`src/hw/rtl/stm_pkg.sv`:
```
// Shared types and constants for the sorted trimmed mean block.
// Used by every module of the block; depends on nothing.
package stm_pkg;

  localparam int unsigned MaxSamples = 8;
  localparam int unsigned SampleW    = 16;
  localparam int unsigned CntW       = $clog2(MaxSamples + 1);
  localparam int unsigned AddrW      = $clog2(MaxSamples);
  localparam int unsigned HalfW      = CntW - 1;
  localparam int unsigned SumW       = SampleW + AddrW;
  localparam int unsigned StatusW    = 2;
  localparam int unsigned OutDataW   = 24;

  typedef enum logic [StatusW-1:0] {
    STATUS_OK       = 2'd0,
    STATUS_TOO_FEW  = 2'd1,
    STATUS_TOO_MANY = 2'd2
  } status_e;

  // Controller to datapath
  typedef struct packed {
    logic load_in;    // capture the sample, start insertion at the fill level
    logic set_ovf;    // store full: drop the sample
    logic write_val;  // write the sample at the current slot, count it
    logic shift;      // move the entry read below up into the current slot
    logic sum_init;   // start summing at n/4
    logic sum_acc;    // add one entry to the sum
    logic div_start;  // start sum / (n/2)
    logic emit;       // load the output word and end the run
  } stm_cmd_t;

  // Datapath to controller
  typedef struct packed {
    logic full;
    logic few;
    logic pos_zero;
    logic pos_one;
    logic less;
    logic last;
    logic sum_done;
    logic div_busy;
    logic out_busy;
  } stm_stat_t;

endpackage

```
`src/hw/rtl/stm_div.sv`:
```
// Restoring divider, one quotient bit per cycle.
// Depends on stm_pkg for the sum and divisor widths.
module stm_div (
  input  logic                       clk_i,
  input  logic                       rst_ni,
  input  logic                       start_i,
  input  logic [stm_pkg::SumW-1:0]   dividend_i,
  input  logic [stm_pkg::HalfW-1:0]  divisor_i,
  output logic                       busy_o,
  output logic [stm_pkg::SampleW-1:0] quotient_o
);
  import stm_pkg::*;

  localparam int unsigned StepW = $clog2(SumW + 1);

  logic [StepW-1:0] step_q, step_d;
  logic [SumW-1:0]  dvd_q, dvd_d;
  logic [HalfW-1:0] rem_q, rem_d;
  logic [HalfW-1:0] div_q, div_d;
  logic [HalfW:0]   trial;
  logic             fits;

  assign trial = {rem_q, dvd_q[SumW-1]};
  assign fits  = trial >= {1'b0, div_q};

  always_comb begin
    step_d = step_q;
    dvd_d  = dvd_q;
    rem_d  = rem_q;
    div_d  = div_q;
    if (start_i) begin
      step_d = StepW'(SumW);
      dvd_d  = dividend_i;
      rem_d  = '0;
      div_d  = divisor_i;
    end else if (step_q != '0) begin
      step_d = step_q - StepW'(1);
      dvd_d  = {dvd_q[SumW-2:0], fits};
      rem_d  = fits ? HalfW'(trial - {1'b0, div_q}) : trial[HalfW-1:0];
    end
  end

  always_ff @(posedge clk_i or negedge rst_ni) begin
    if (!rst_ni) begin
      step_q <= '0;
    end else begin
      step_q <= step_d;
    end
  end

  always_ff @(posedge clk_i) begin
    dvd_q <= dvd_d;
    rem_q <= rem_d;
    div_q <= div_d;
  end

  assign busy_o     = step_q != '0;
  assign quotient_o = dvd_q[SampleW-1:0];

endmodule

```
`src/hw/rtl/stm_datapath.sv`:
```
// Datapath: sorted sample memory, insertion slot, sum, divider and output word.
// Depends on stm_pkg and stm_div; driven by stm_ctrl commands.
module stm_datapath (
  input  logic                         clk_i,
  input  logic                         rst_ni,
  input  logic [stm_pkg::SampleW-1:0]  sample_i,
  input  logic                         last_i,
  input  stm_pkg::stm_cmd_t            cmd_i,
  output stm_pkg::stm_stat_t           stat_o,
  input  logic                         out_ready_i,
  output logic                         out_valid_o,
  output logic [stm_pkg::SampleW-1:0]  mean_o,
  output logic [stm_pkg::StatusW-1:0]  status_o
);
  import stm_pkg::*;

  logic [SampleW-1:0] mem [MaxSamples];
  logic [SampleW-1:0] rdata_q;
  logic [AddrW-1:0]   raddr;

  logic [SampleW-1:0] val_q;
  logic               last_q;
  logic [AddrW-1:0]   pos_q, pos_d;
  logic [CntW-1:0]    count_q, count_d;
  logic               ovf_q, ovf_d;
  logic [AddrW-1:0]   idx_q, idx_d;
  logic [HalfW-1:0]   left_q, left_d;
  logic [SumW-1:0]    acc_q, acc_d;
  logic               out_valid_q, out_valid_d;
  logic [SampleW-1:0] mean_q;
  logic [StatusW-1:0] status_q;
  logic               div_busy;
  logic [SampleW-1:0] quotient;
  logic               few;
  logic               we;
  logic [SampleW-1:0] wdata;

  assign few = count_q < CntW'(2);

  always_comb begin
    pos_d   = pos_q;
    count_d = count_q;
    ovf_d   = ovf_q;
    idx_d   = idx_q;
    left_d  = left_q;
    acc_d   = acc_q;
    if (cmd_i.load_in)   pos_d = count_q[AddrW-1:0];
    if (cmd_i.shift)     pos_d = pos_q - AddrW'(1);
    if (cmd_i.write_val) count_d = count_q + CntW'(1);
    if (cmd_i.set_ovf)   ovf_d = 1'b1;
    if (cmd_i.sum_init) begin
      idx_d  = AddrW'(count_q >> 2);
      left_d = count_q[CntW-1:1];
      acc_d  = '0;
    end
    if (cmd_i.sum_acc) begin
      idx_d  = idx_q + AddrW'(1);
      left_d = left_q - HalfW'(1);
      acc_d  = acc_q + SumW'(rdata_q);
    end
    if (cmd_i.emit) begin
      count_d = '0;
      ovf_d   = 1'b0;
    end
  end

  // Read ahead: the entry below the next slot, or the next entry to sum
  assign raddr = (cmd_i.sum_init || cmd_i.sum_acc) ? idx_d : pos_d - AddrW'(1);
  assign we    = cmd_i.write_val || cmd_i.shift;
  assign wdata = cmd_i.shift ? rdata_q : val_q;

  always_ff @(posedge clk_i) begin
    if (we) begin
      mem[pos_q] <= wdata;
    end
    rdata_q <= mem[raddr];
  end

  always_comb begin
    out_valid_d = out_valid_q;
    if (out_ready_i) out_valid_d = 1'b0;
    if (cmd_i.emit)  out_valid_d = 1'b1;
  end

  always_ff @(posedge clk_i or negedge rst_ni) begin
    if (!rst_ni) begin
      count_q     <= '0;
      ovf_q       <= 1'b0;
      left_q      <= '0;
      out_valid_q <= 1'b0;
    end else begin
      count_q     <= count_d;
      ovf_q       <= ovf_d;
      left_q      <= left_d;
      out_valid_q <= out_valid_d;
    end
  end

  always_ff @(posedge clk_i) begin
    pos_q <= pos_d;
    idx_q <= idx_d;
    acc_q <= acc_d;
    if (cmd_i.load_in) begin
      val_q  <= sample_i;
      last_q <= last_i;
    end
    if (cmd_i.emit) begin
      if (few) begin
        mean_q   <= '0;
        status_q <= STATUS_TOO_FEW;
      end else begin
        mean_q   <= quotient;
        status_q <= ovf_q ? STATUS_TOO_MANY : STATUS_OK;
      end
    end
  end

  stm_div u_div (
    .clk_i      (clk_i),
    .rst_ni     (rst_ni),
    .start_i    (cmd_i.div_start),
    .dividend_i (acc_q),
    .divisor_i  (count_q[CntW-1:1]),
    .busy_o     (div_busy),
    .quotient_o (quotient)
  );

  always_comb begin
    stat_o          = '0;
    stat_o.full     = count_q == CntW'(MaxSamples);
    stat_o.few      = few;
    stat_o.pos_zero = pos_q == '0;
    stat_o.pos_one  = pos_q == AddrW'(1);
    stat_o.less     = val_q < rdata_q;
    stat_o.last     = last_q;
    stat_o.sum_done = left_q == '0;
    stat_o.div_busy = div_busy;
    stat_o.out_busy = out_valid_q && !out_ready_i;
  end

  assign out_valid_o = out_valid_q;
  assign mean_o      = mean_q;
  assign status_o    = status_q;

endmodule

```
`src/hw/rtl/stm_ctrl.sv`:
```
// Controller: insertion, summing, division and output sequencing.
// Depends on stm_pkg; commands the stm_datapath.
module stm_ctrl (
  input  logic               clk_i,
  input  logic               rst_ni,
  input  logic               in_valid_i,
  output logic               in_ready_o,
  input  stm_pkg::stm_stat_t stat_i,
  output stm_pkg::stm_cmd_t  cmd_o
);
  import stm_pkg::*;

  typedef enum logic [6:0] {
    S_IDLE  = 7'b0000001,
    S_PROBE = 7'b0000010,
    S_CMP   = 7'b0000100,
    S_CHECK = 7'b0001000,
    S_SUM   = 7'b0010000,
    S_DIV   = 7'b0100000,
    S_EMIT  = 7'b1000000
  } state_e;

  state_e state_q, state_d;
  state_e after_ins;

  // Where to go once the sample is placed or dropped
  assign after_ins = stat_i.last ? S_CHECK : S_IDLE;

  always_comb begin
    state_d    = state_q;
    cmd_o      = '0;
    in_ready_o = 1'b0;
    case (state_q)
      S_IDLE: begin
        in_ready_o = 1'b1;
        if (in_valid_i) begin
          cmd_o.load_in = 1'b1;
          state_d       = S_PROBE;
        end
      end
      S_PROBE: begin
        if (stat_i.full) begin
          cmd_o.set_ovf = 1'b1;
          state_d       = after_ins;
        end else if (stat_i.pos_zero) begin
          cmd_o.write_val = 1'b1;
          state_d         = after_ins;
        end else begin
          state_d = S_CMP;
        end
      end
      S_CMP: begin
        if (stat_i.less) begin
          cmd_o.shift = 1'b1;
          // slot zero is written without a compare
          state_d     = stat_i.pos_one ? S_PROBE : S_CMP;
        end else begin
          cmd_o.write_val = 1'b1;
          state_d         = after_ins;
        end
      end
      S_CHECK: begin
        if (stat_i.few) begin
          state_d = S_EMIT;
        end else begin
          cmd_o.sum_init = 1'b1;
          state_d        = S_SUM;
        end
      end
      S_SUM: begin
        if (stat_i.sum_done) begin
          cmd_o.div_start = 1'b1;
          state_d         = S_DIV;
        end else begin
          cmd_o.sum_acc = 1'b1;
        end
      end
      S_DIV: begin
        if (!stat_i.div_busy) state_d = S_EMIT;
      end
      S_EMIT: begin
        if (!stat_i.out_busy) begin
          cmd_o.emit = 1'b1;
          state_d    = S_IDLE;
        end
      end
      default: state_d = S_IDLE;
    endcase
  end

  always_ff @(posedge clk_i or negedge rst_ni) begin
    if (!rst_ni) begin
      state_q <= S_IDLE;
    end else begin
      state_q <= state_d;
    end
  end

endmodule

```
`src/hw/rtl/sorted_trimmed_mean.sv`:
```
// Top level of the sorted trimmed mean block: controller plus datapath.
// Depends on stm_pkg, stm_ctrl, stm_datapath (which holds stm_div).
//
//   channel   direction  tdata                               tlast
//   s_axis    in         [15:0] sample                       last
//   m_axis    out        [15:0] mean, [17:16] status, pad    -
//
// A sample into an empty or full store is written or dropped without a compare;
// else it moves each larger stored entry up one slot (up to 7) before it is written.
// A marked sample then has n/2 entries summed from the memory read port and the
// sum divided by n/2 in the bit-serial divider (19 quotient bits), then the
// output word is loaded; a run of fewer than two samples skips summing and
// division.
// The output word is registered, so input keeps flowing while a result waits;
// only a marked sample stalls until the previous result is taken.
// Reset clears the count, the drop flag, the sum counter, the divider step, the state and the output valid.
module sorted_trimmed_mean (
  input  logic                          clk_i,
  input  logic                          rst_ni,
  input  logic                          s_axis_tvalid,
  output logic                          s_axis_tready,
  input  logic [stm_pkg::SampleW-1:0]   s_axis_tdata,   // [15:0] sample
  input  logic                          s_axis_tlast,   // last
  output logic                          m_axis_tvalid,
  input  logic                          m_axis_tready,
  output logic [stm_pkg::OutDataW-1:0]  m_axis_tdata    // [15:0] mean, [17:16] status
);
  import stm_pkg::*;

  stm_cmd_t            cmd;
  stm_stat_t           stat;
  logic [SampleW-1:0]  mean;
  logic [StatusW-1:0]  status;

  stm_ctrl u_ctrl (
    .clk_i      (clk_i),
    .rst_ni     (rst_ni),
    .in_valid_i (s_axis_tvalid),
    .in_ready_o (s_axis_tready),
    .stat_i     (stat),
    .cmd_o      (cmd)
  );

  stm_datapath u_datapath (
    .clk_i       (clk_i),
    .rst_ni      (rst_ni),
    .sample_i    (s_axis_tdata),
    .last_i      (s_axis_tlast),
    .cmd_i       (cmd),
    .stat_o      (stat),
    .out_ready_i (m_axis_tready),
    .out_valid_o (m_axis_tvalid),
    .mean_o      (mean),
    .status_o    (status)
  );

  assign m_axis_tdata = {(OutDataW - SampleW - StatusW)'(0), status, mean};

endmodule
```
`config.mk`:
```
export PLATFORM = sky130hd
export DESIGN_NAME = sorted_trimmed_mean
export DESIGN_NICKNAME = d
export VERILOG_FILES = /design/src/hw/rtl/stm_pkg.sv /design/src/hw/rtl/stm_div.sv /design/src/hw/rtl/stm_datapath.sv /design/src/hw/rtl/stm_ctrl.sv /design/src/hw/rtl/sorted_trimmed_mean.sv
export SDC_FILE = /design/constraint.sdc
export NUM_CORES = 1
export LEC_CHECK = 0
export BUFFER_PORTS_ARGS = -buffer_cell sky130_fd_sc_hd__buf_2
export CAP_MARGIN = 5
export CORE_ASPECT_RATIO = 1.75
export CORE_MARGIN = 2
export CORE_UTILIZATION = 37
export CTS_BUF_LIST = sky130_fd_sc_hd__clkbuf_4
export CTS_CLUSTER_SIZE = 24
export DETAILED_ROUTE_END_ITERATION = 8
export HOLD_SLACK_MARGIN = 0.15
export SLEW_MARGIN = 20
export SYNTH_ARGS = -nofsm -noshare
export SYNTH_HDL_FRONTEND = slang
export SYNTH_SLANG_ARGS = --single-unit
export TNS_END_PERCENT = 5
```
`constraint.sdc`:
```
create_clock -name clk_i -period 4.85 [get_ports clk_i]
set_clock_uncertainty 0.05 [all_clocks]
set_input_delay 1.455 -clock clk_i [delete_from_list [all_inputs] [get_ports clk_i]]
set_output_delay 1.455 -clock clk_i [all_outputs]
set_load 0.02 [all_outputs]
```
==> impl_metrics.tcl, run 1 <==
set metrics [dict create \
    status "complete, no violations" \
    startpoint_type "register" \
    drt_wl_total_mm 22.56 \
    grt_pass1_wl_mm 36.17 \
    path_clk_slew_ns 0.07 \
    area_delta_synth_final_pct 12.82 \
    die_x_um 135.6 \
    endpoint "u_datapath.rdata_q[1]" \
    vias 6527 \
    end_kind "register" \
    yosysSeqAreaShare_pct 63.76 \
    fmax_ghz 0.2480 \
    maxCapViolCount 0 \
    drtAntennaViolNets 0 \
    cp_cell_sequence "ha_1 -> nand2_1 -> nor3_1 -> a211oi_2 -> o211a_4 -> mux2_2 -> ha_1 -> and3_1 -> mux2i_2 -> nand2_1 -> buf_12 -> mux4_2 -> mux2_2" \
    ys_top_cells_by_area "edfxtp_1 55%, mux4_2 5.8%, ha_1 5.0%, dfrtp_1 4.5%, dfxtp_1 4.5%" \
    required_ns 5.37 \
    antenna_found_initial 1 \
    grt_max_degree 35 \
    nets 954 \
    synth_ff_type "edfxtp_1" \
    gp_congestion 0.8218 \
    finalSetupViolations 0 \
    relSlewSlack_pct 35.71 \
    ctsHtreeMaxLevel 2 \
    core-area_sq_um 29950 \
    avgRoutedWirePerCell_um 17.11 \
    async_flop_share_pct 8.400 \
    dr.pass1.iters 4 \
    arrival_ns 4.55 \
    multi_input_area_sq_um 3755 \
    port_buffers 40 \
    cts_root_buf "clkbuf_4" \
    slowest_delay_ns 0.62 \
    clkLatencyLatePin_ns 0.73 \
    row_count 84 \
    clock-sinks 250 \
    cts_setup_buffers 0 \
    rsz0062_at_grt "no" \
    start_util_pct 37.45 \
    critPathLaunch "u_datapath.val_q[7]" \
    crit_type "register to register" \
    grt.overflow.total 0 \
    cts_tree "yes" \
    die-area_sq_um 31780 \
    yosys_register_bits 250 \
    p_per_area_nw_per_um2 607.6 \
    critical_path.max_fanout 32 \
    drc 0 \
    ys_warn_count 0 \
    synth_common_cells "204 x edfxtp_1, 90 x nand2_1, 52 x nor2_1" \
    setup-tns-final_ns 0 \
    drv_slew 0 \
    netlist_instances 795 \
    crit_slowest_cell "nor3_1" \
    grt_pass1_vias 6852 \
    fin_util_pct 42.25 \
    drt-initial-drc-count 285 \
    leakage_uw 0.004733 \
    synth_top_area_share_pct 54.61 \
    cts-buffers-inserted 55 \
    track_usage_pct 15.05 \
    reg2regPathDepth 13 \
    finalHoldViolations 0 \
    ctsLongestPathBuffers 3 \
    cts_resized 0 \
    peakVddDrop_v 0.0003374 \
    synth_edf_count 204 \
    routed_via_density 4.952 \
    avgSynthCellArea_sq_um 14.11 \
    worst_slew_pin_slew_ns 0.9510 \
    hold-worst-slack_ns 0.4290 \
    synth.most_common_cell "edfxtp_1" \
    r2r-end "u_datapath.rdata_q[1]" \
    drive_gt1_share_pct 24.95 \
    mappedNetlistArea_sq_um 11220 \
    period_needed_ns 4.032 \
    r2r-start "u_datapath.val_q[7]" \
    cts_hold_buffers 0 \
    finalCritPeriodShare_pct 83.13 \
    synth_top_area_cell "edfxtp_1" \
    num_io_pins 47 \
    fp.dieH_um 234.3 \
    fillCellCount 2816 \
    seq_area_sq_um 7153 \
    dp_hpwl_mm 15.24 \
    reg2reg_slack_ns 0.82 \
    hold_path_class "register to register" \
    yosysUniqueCellTypes 75 \
]
==> registers in the layout, indices dropped and copies added, names as in the netlist <==
name                     flops
u_datapath.ovf_q             1
u_datapath.rdata_q          16
u_datapath.u_div.dvd_q      19
u_datapath.u_div.step_q      5
u_datapath.u_div.rem_q       3
u_datapath.mem             128
u_datapath.pos_q             3
u_datapath.count_q           4
u_datapath.status_o          2
u_ctrl.state_q               7
u_datapath.last_q            1
u_datapath.u_div.div_q       3
u_datapath.left_q            3
u_datapath.idx_q             3
u_datapath.acc_q            19
u_datapath.val_q            16
u_datapath.mean_o           16
u_datapath.out_valid_o       1
==> worst min-delay path by stage <==
| stage | cells after the start | slack, ns | from | to |
|---|---|---|---|---|
| after floorplan | 0 | 0.37 | u_datapath.count_q[2] | u_datapath.u_div.div_q[1] |
| after global placement | 1 | 0.41 | u_datapath.left_q[0] | u_datapath.left_q[0] |
| after detailed placement | 1 | 0.42 | u_datapath.left_q[0] | u_datapath.left_q[0] |
| after CTS | 1 | 0.43 | u_datapath.left_q[0] | u_datapath.left_q[0] |
| after global routing | 1 | 0.46 | u_datapath.left_q[0] | u_datapath.left_q[0] |
| final | 1 | 0.43 | u_datapath.left_q[0] | u_datapath.left_q[0] |
==> worst max-delay path, delay by kind of cell (launching register included) <==
family | cells | cell delay [ns]
DFF | 1 | 0.42
muxes | 4 | 1.13
adders and majority gates | 2 | 0.54
and+or+nand+nor | 4 | 1.00
buffers and inverters | 1 | 0.20
AOI/OAI and AO/OA | 2 | 0.55
==> metal layers <==
metal,vias to the layer above,routed length [um],global-route usage [%]
met5,-,0,0
met4,0,807,7.585
met3,51,897,3.134
met2,131,12560,28.79
met1,3188,8288,15.12
li1,3157,-,-
==> stage by stage <==
stage | std cells | setup WS, ns | power (uW) | instance area [sq um]
floorplan | 800 | 0.8507 | 5426 | 11240
global placement | 1216 | 0.8450 | 6078 | 11930
detailed placement | 1216 | 0.7427 | 6146 | 11930
CTS | 1317 | 0.8832 | 7824 | 12650
global route | 1318 | 0.7107 | 8282 | 12660
finish | 1318 | 0.8183 | 7689 | 12660
==> cells by family after synthesis <==
kind of cell	share of synthesized area [%]
XOR/XNOR	1.718
AO/OA/AOI/OAI	5.766
flip-flops	63.76
adder cells (fa/ha/maj)	5.376
multiplexers	9.770
other	0.03343
buffers and inverters	3.246
AND/OR/NAND/NOR	10.33
==> area by class of cell <==
type	instances	area share (%)
clock buffers	75	4.449
well taps	387	3.826
inverters	47	1.394
multi-input cells	474	29.67
repair buffers	58	2.847
flip-flops and latches	250	56.52
clock inverters	26	1.275
diodes	1	0.01977
==> power breakdown <==
| group | internal, uW | total (uW) | switching, uW |
|---|---|---|---|
| clock network | 832 | 1640 | 813 |
| logic | 1460 | 3000 | 1540 |
| registers | 2800 | 3050 | 251 |
==> layout by cell type (no fill, tap or decap), types with 16 or more instances in the layout <==
cell type    n
buf_4       16
dfrtp_1     20
mux2_2      34
mux4_2      29
nor2b_1     23
dfxtp_1     25
ha_1        45
nor2_1      52
clkbuf_4    75
clkinv_1    16
o21ai_0     21
a21oi_1     24
edfxtp_1   204
nand2_1     90
inv_1       44
buf_2       40
Power figures use the tool's default switching activity.
==> run 2, diff against run 1 <==
==> constraint.sdc (replaced) <==
create_clock -name clk_i -period 3.4 [get_ports clk_i]
set_clock_uncertainty 0.05 [all_clocks]
set_input_delay 1.02 -clock clk_i [delete_from_list [all_inputs] [get_ports clk_i]]
set_output_delay 1.02 -clock clk_i [all_outputs]
set_load 0.02 [all_outputs]
==> run 2 against run 1 <==
Against the previous run: the run now ends with setup timing left; largest cell class unchanged; highest routed layer unchanged; non-clock buffer count is 43 higher; critical path depth unchanged; maximum frequency is 17% higher; critical endpoint is now u_datapath.rdata_q[15]; routed wire length up 3.9%; largest power group is now combinational cells.
==> impl_metrics.tcl, run 2 (synthesis results as in run 1) <==
set metrics [dict create \
    clkLatencyLatePin_ns 0.70 \
    grt_pass1_vias 7061 \
    dp_hpwl_mm 15.82 \
    largest_reg_flops 128 \
    antenna_found_initial 1 \
    p_per_area_nw_per_um2 917.6 \
    worst-path-buf-inv 1 \
    die_x_um 135.6 \
    reg2reg_slack_ns -0.05 \
    fp.dieH_um 234.3 \
    grt_max_degree 28 \
    endpoint "u_datapath.rdata_q[15]" \
    finalNonFillerCells 1356 \
    dp_slack_ns -0.2821 \
    clock-sinks 250 \
    routed_via_density 4.941 \
    cp_cell_sequence "ha_4 -> a21oi_4 -> o21ai_4 -> a211oi_4 -> o211a_4 -> mux2_4 -> ha_4 -> and3_4 -> mux2i_4 -> nand2_4 -> clkbuf_16 -> mux4_2 -> mux2_2" \
    grt_pass1_wl_mm 36.86 \
    finalHoldViolations 0 \
    cts_tree "yes" \
    final_cell_mix "204 x edfxtp_1, 87 x nand2_1, 84 x clkbuf_4" \
    drtAntennaViolNets 0 \
    port_buffers 40 \
    cts_root_buf "clkbuf_4" \
    finalWorstSetupSlack_ns -0.05354 \
    end_kind "register" \
    startpoint_type "register" \
    drv_slew 0 \
    layout_commonest_cell "edfxtp_1" \
    fillCellCount 2726 \
    period_needed_ns 3.454 \
    fmax_ghz 0.2896 \
    ctsHtreeMaxLevel 2 \
    hold_path_class "input pin to async pin" \
    arrival_ns 3.98 \
    slowest_delay_ns 0.43 \
    leakage_uw 0.005023 \
    crit_slowest_cell "edfxtp_1" \
    crit_top_cell "ha_4" \
    drt-initial-drc-count 237 \
    maxCapViolCount 0 \
    required_ns 3.92 \
    path_depth 13 \
    r2r-start "u_datapath.val_q[11]" \
    avgRoutedWirePerCell_um 17.28 \
    relSlewSlack_pct 50.91 \
    drive_gt1_share_pct 31.30 \
    row_count 84 \
    placed_cells 1254 \
    grt.overflow.total 0 \
    r2r-end "u_datapath.rdata_q[15]" \
    gp_congestion 0.7790 \
    start_util_pct 37.45 \
    finalCritPeriodShare_pct 101.6 \
    nets 998 \
    ctsLongestPathBuffers 3 \
    critPathLaunch "u_datapath.val_q[11]" \
    crit_type "register to register" \
    reg2regPathDepth 13 \
    rsz0062_at_grt "yes" \
    path_clk_slew_ns 0.07 \
    area_delta_synth_final_pct 18.32 \
    crit_family "multiplexers" \
    status "complete, but fails checks" \
    core-area_sq_um 29950 \
    peakVddDrop_v 0.0004609 \
    reg_top3 "u_datapath.mem x128, u_datapath.acc_q x19, u_datapath.u_div.dvd_q x19" \
    worst_slew_pin_slew_ns 0.7346 \
    track_usage_pct 15.33 \
    top_register "u_datapath.mem" \
    finalSetupViolations 14 \
    drc 0 \
    vias 6700 \
    die-area_sq_um 31780 \
    cts-buffers-inserted 56 \
    violations "setup timing" \
    drt_wl_total_mm 23.44 \
    num_io_pins 47 \
    critical_path.max_fanout 8 \
    dr.pass1.iters 4 \
]
[run 2: cell count changes in the layout (fill, tap and decap cells not counted), moves of 4 or more]
| cell | delta |
|---|---|
| clkbuf_4 | +9 |
| clkinv_2 | -5 |
| clkinv_1 | -7 |
| ha_1 | -7 |
| buf_4 | +38 |
| ha_4 | +7 |
| mux2_2 | -7 |
| a21oi_1 | -4 |
| o21ai_2 | +4 |
| mux2_4 | +7 |
[run 2: where the power goes]
part | switching (uW) | internal [uW] | leakage, uW
Combinational | 2660 | 2910 | 0.00231
Clock | 1110 | 1190 | 0.000423
Sequential | 312 | 3990 | 0.00229
Total | 4080 | 8100 | 0.00502
[run 2: area by class of cell]
class / instances / area, sq um / share of cell area, %
Tap cell: 387 / 484.2 / 3.648
Multi-Input combinational cell: 474 / 3984 / 30.01
Timing Repair Buffer: 101 / 765.7 / 5.769
Inverter: 47 / 180.2 / 1.357
Clock buffer: 84 / 630.6 / 4.751
Sequential cell: 250 / 7154 / 53.90
Antenna cell: 1 / 2.502 / 0.01885
Clock inverter: 12 / 72.57 / 0.5467
[run 2: repair_timing]
item | in CTS | in global routing
cloned | 2 | 1
resized for setup | 30 | 12
endpoints found under the setup margin | 16 | 16
hold buffers | 0 | 0
endpoints found under the hold margin | 0 | 0
pin swaps | 19 | 8
setup buffers | 4 | 1
[run 2: how the worst min path moves through the flow]
| stage | to | slack [ns] | from |
|---|---|---|---|
| floorplan | u_datapath.u_div.div_q[1] | 0.37 | u_datapath.count_q[2] |
| global placement | u_datapath.left_q[0] | 0.41 | u_datapath.left_q[0] |
| detailed placement | u_datapath.left_q[0] | 0.41 | u_datapath.left_q[0] |
| CTS | u_ctrl.state_q[3] | 0.21 | rst_ni |
| global route | u_datapath.count_q[3] | 0.23 | rst_ni |
| finish | u_ctrl.state_q[6] | 0.25 | rst_ni |
[run 2: worst reg2reg max path, delay by kind of cell, from the launching register on]
kind	cells	cell delay, ns
simple gates	2	0.31
fa+ha+maj	2	0.46
flops	1	0.43
buf+inv	1	0.22
mux	4	1.07
compound gates	4	0.80
[run 2: metal layers]
metal / share of wire, % / GRT usage, % / wire length (um)
met5: 0 / 0 / 0
met4: 4.2 / 8.464 / 983
met3: 4.1 / 2.983 / 955
met2: 56 / 29.26 / 13020
met1: 36 / 15.26 / 8474
[run 2: through the flow]
stage	instance area [sq um]	hold slack [ns]	util (%)	TNS [ns]	power [uW]
after floorplan	11290	0.3731	-	0	7839
after global placement	12260	0.4141	40.91	-3.485	9110
after detailed placement	12260	0.4149	40.91	-4.160	9205
after CTS	13180	0.2051	44.01	0	12100
after global routing	13270	0.2267	44.32	-1.373	13040
final	13270	0.2525	44.32	-0.3704	12180
==> run 3, diff against run 2 <==
--- a/config.mk
+++ b/config.mk
@@ -17,5 +17,6 @@
 export SLEW_MARGIN = 20
 export SYNTH_ARGS = -nofsm -noshare
 export SYNTH_HDL_FRONTEND = slang
+export SYNTH_HIERARCHICAL = 1
 export SYNTH_SLANG_ARGS = --single-unit
 export TNS_END_PERCENT = 5
==> run 3 against run 2 <==
Against the previous run: the flow still finishes with violations (setup timing); design area rose by 0.98%; total power down 2.0%; utilization decreased by 0.85 points; routed wire length is 2.2% higher; setup slack got worse by 0.35 ns; critical path type unchanged; critical endpoint is now u_datapath/rdata_q[12]; largest cell class unchanged.
==> impl_metrics.tcl, run 3 <==
set metrics [dict create \
    netlist_instances 789 \
    reg_top3 "u_datapath/mem x128, u_datapath/acc_q x19, u_datapath/u_div/dvd_q x19" \
    reg2regPathDepth 18 \
    row_count 85 \
    peakVddDrop_v 0.0004640 \
    top_register "u_datapath/mem" \
    period_needed_ns 3.807 \
    fp.dieH_um 238.1 \
    hold_path_class "input pin to async pin" \
    rsz0062_at_grt "yes" \
    drt_wl_total_mm 23.95 \
    clock-sinks 250 \
    dp_slack_ns -0.7143 \
    yosysSeqAreaShare_pct 61.73 \
    drtAntennaViolNets 0 \
    finalCritPeriodShare_pct 112.0 \
    vias 6724 \
    fmax_ghz 0.2627 \
    grt_pass1_wl_mm 36.84 \
    routed_via_density 5.022 \
    grt.overflow.total 0 \
    finalWorstSetupSlack_ns -0.4068 \
    synth_edf_count 204 \
    grt_pass1_vias 6966 \
    cts-buffers-inserted 57 \
    avgSynthCellArea_sq_um 14.69 \
    path_clk_slew_ns 0.08 \
    synth_common_cells "204 x edfxtp_1, 44 x ha_1, 42 x inv_1" \
    synth_top_area_share_pct 52.87 \
    required_ns 3.95 \
    gp_congestion 0.8444 \
    worst_slew_pin_slew_ns 0.5665 \
    ys_warn_count 6 \
    cp_cell_sequence "ha_1 -> a21o_1 -> a21o_1 -> a21oi_2 -> o21ai_2 -> a41oi_2 -> buf_4 -> and4_4 -> a211oi_2 -> a21o_1 -> ha_1 -> inv_1 -> mux2i_1 -> o21ai_2 -> buf_6 -> clkbuf_16 -> mux4_2 -> mux2_4" \
    largest_reg_flops 128 \
    relSlewSlack_pct 61.89 \
    die_x_um 137.8 \
    crit_type "register to register" \
    antenna_found_initial 1 \
    arrival_ns 4.35 \
    avgRoutedWirePerCell_um 17.88 \
    ctsHtreeMaxLevel 2 \
    synth_ff_type "edfxtp_1" \
    drive_gt1_share_pct 31.68 \
    drc 0 \
    placed_cells 1229 \
    finalSetupViolations 16 \
    grt_max_degree 33 \
    dp_hpwl_mm 15.92 \
    finalHoldViolations 0 \
    cts_tree "yes" \
    num_io_pins 47 \
    finalNonFillerCells 1339 \
    yosys_register_bits 250 \
    die-area_sq_um 32800 \
    leakage_uw 0.005031 \
    drt-initial-drc-count 414 \
    track_usage_pct 14.94 \
    end_kind "register" \
    yosysUniqueCellTypes 73 \
    synth.most_common_cell "edfxtp_1" \
    startpoint_type "register" \
    nets 969 \
    status "complete, but fails checks" \
    maxCapViolCount 0 \
    crit_slowest_cell "edfxtp_1" \
    start_util_pct 37.57 \
    area_delta_synth_final_pct 15.68 \
    port_buffers 40 \
    dr.pass1.iters 4 \
    ctsLongestPathBuffers 3 \
    cts_hold_buffers 0 \
    violations "setup timing" \
    final_cell_mix "204 x edfxtp_1, 80 x clkbuf_4, 47 x buf_4" \
    mappedNetlistArea_sq_um 11590 \
    synth_top_area_cell "edfxtp_1" \
    ys_top_cells_by_area "edfxtp_1 53%, ha_1 4.8%, mux4_2 4.7%, dfrtp_1 4.3%, dfxtp_1 4.3%" \
    clkLatencyLatePin_ns 0.71 \
    slowest_delay_ns 0.39 \
    crit_top_cell "a21o_1" \
    cts_root_buf "clkbuf_4" \
    core-area_sq_um 30840 \
    drv_slew 0 \
    p_per_area_nw_per_um2 890.1 \
    async_flop_share_pct 8.400 \
    critical_path.max_fanout 8 \
    layout_commonest_cell "edfxtp_1" \
]
run 3: cell count changes after synthesis, sizes merged, moves of 10 or more:
cell   before  now
nand2      90   33
buf        16   39
nor3       16    6
a21oi      25   41
mux2       34   51
nor2       53   32
run 3: cell type report:
class,instances,area [sq um]
antenna,1,2.502
clock inverter,24,123.9
timing repair buffer,102,864.6
sequential,250,7154
fill,2848,17440
tap,391,489.2
multi-input combinational,448,4008
clock buffer,80,600.6
inverter,43,161.4
run 3: cells by family (layout without fill, tap and decap cells):
logic type / count (synthesis) / after routing / synth area share [%]
multiplexers: 92 / 92 / 12.64
adder cells (fa/ha/maj): 46 / 46 / 5.097
AND/OR/NAND/NOR: 175 / 175 / 8.563
other: 1 / 7 / 0.03236
flip-flops: 250 / 250 / 61.73
buffers and inverters: 96 / 249 / 4.416
XOR/XNOR: 14 / 14 / 1.058
AO/OA/AOI/OAI: 115 / 115 / 6.457
run 3: final timing paths:
path | slack (ns) | endpoint | startpoint
min | 0.21 | u_datapath/count_q[0] | rst_ni
min reg2reg | 0.40 | u_datapath/left_q[0] | u_datapath/left_q[0]
max reg2reg | -0.41 | u_datapath/rdata_q[12] | u_datapath/val_q[1]
min in group clk_i | 0.40 | u_datapath/left_q[0] | u_datapath/left_q[0]
max in group asynchronous | 2.74 | u_ctrl/state_q[0] | rst_ni
max | -0.41 | u_datapath/rdata_q[12] | u_datapath/val_q[1]
run 3: through the flow:
stage	cell area, sq um	hold slack (ns)	utilization [%]	TNS, ns	power [uW]
6_report	13400	0.2141	43.46	-6.200	11930
5_1_grt	13400	0.2060	43.46	-8.446	12710
4_1_cts	13370	0.1628	43.35	-7.495	12020
3_5_place_dp	12550	0.3900	40.70	-15.30	9284
3_3_place_gp	12550	0.3847	40.70	-13.74	9192
2_1_floorplan	11660	0.3696	-	-4.630	8137
run 3: critical path, delay by kind of cell, from the launching register on:
kind                     cells  cell delay [ns]
adder cells (fa/ha/maj)      2             0.55
AND/OR/NAND/NOR              1             0.24
flip-flops                   1             0.39
buffers and inverters        4             0.58
AO/OA/AOI/OAI                8             1.24
multiplexers                 3             0.62
run 3: report_power, final:
| part | internal [uW] | total [uW] | switching [uW] |
|---|---|---|---|
| clock network | 1170 | 2340 | 1170 |
| registers | 4000 | 4310 | 301 |
| logic | 2770 | 5290 | 2510 |
run 3: routing by layer:
metal	global-route usage (%)	wire length (um)	part of all wire, %
met1	15.38	8876	37
met2	28.74	13520	56
met3	2.528	787	3.3
met4	6.617	767	3.2
met5	0	0	0
run 3: timing repair:
action	4_1_cts	5_1_grt
pin swaps	5	2
buffers inserted	2	0
cloned	2	1
resized for setup	7	1
hold endpoints to repair	0	0
setup endpoints to repair	151	45
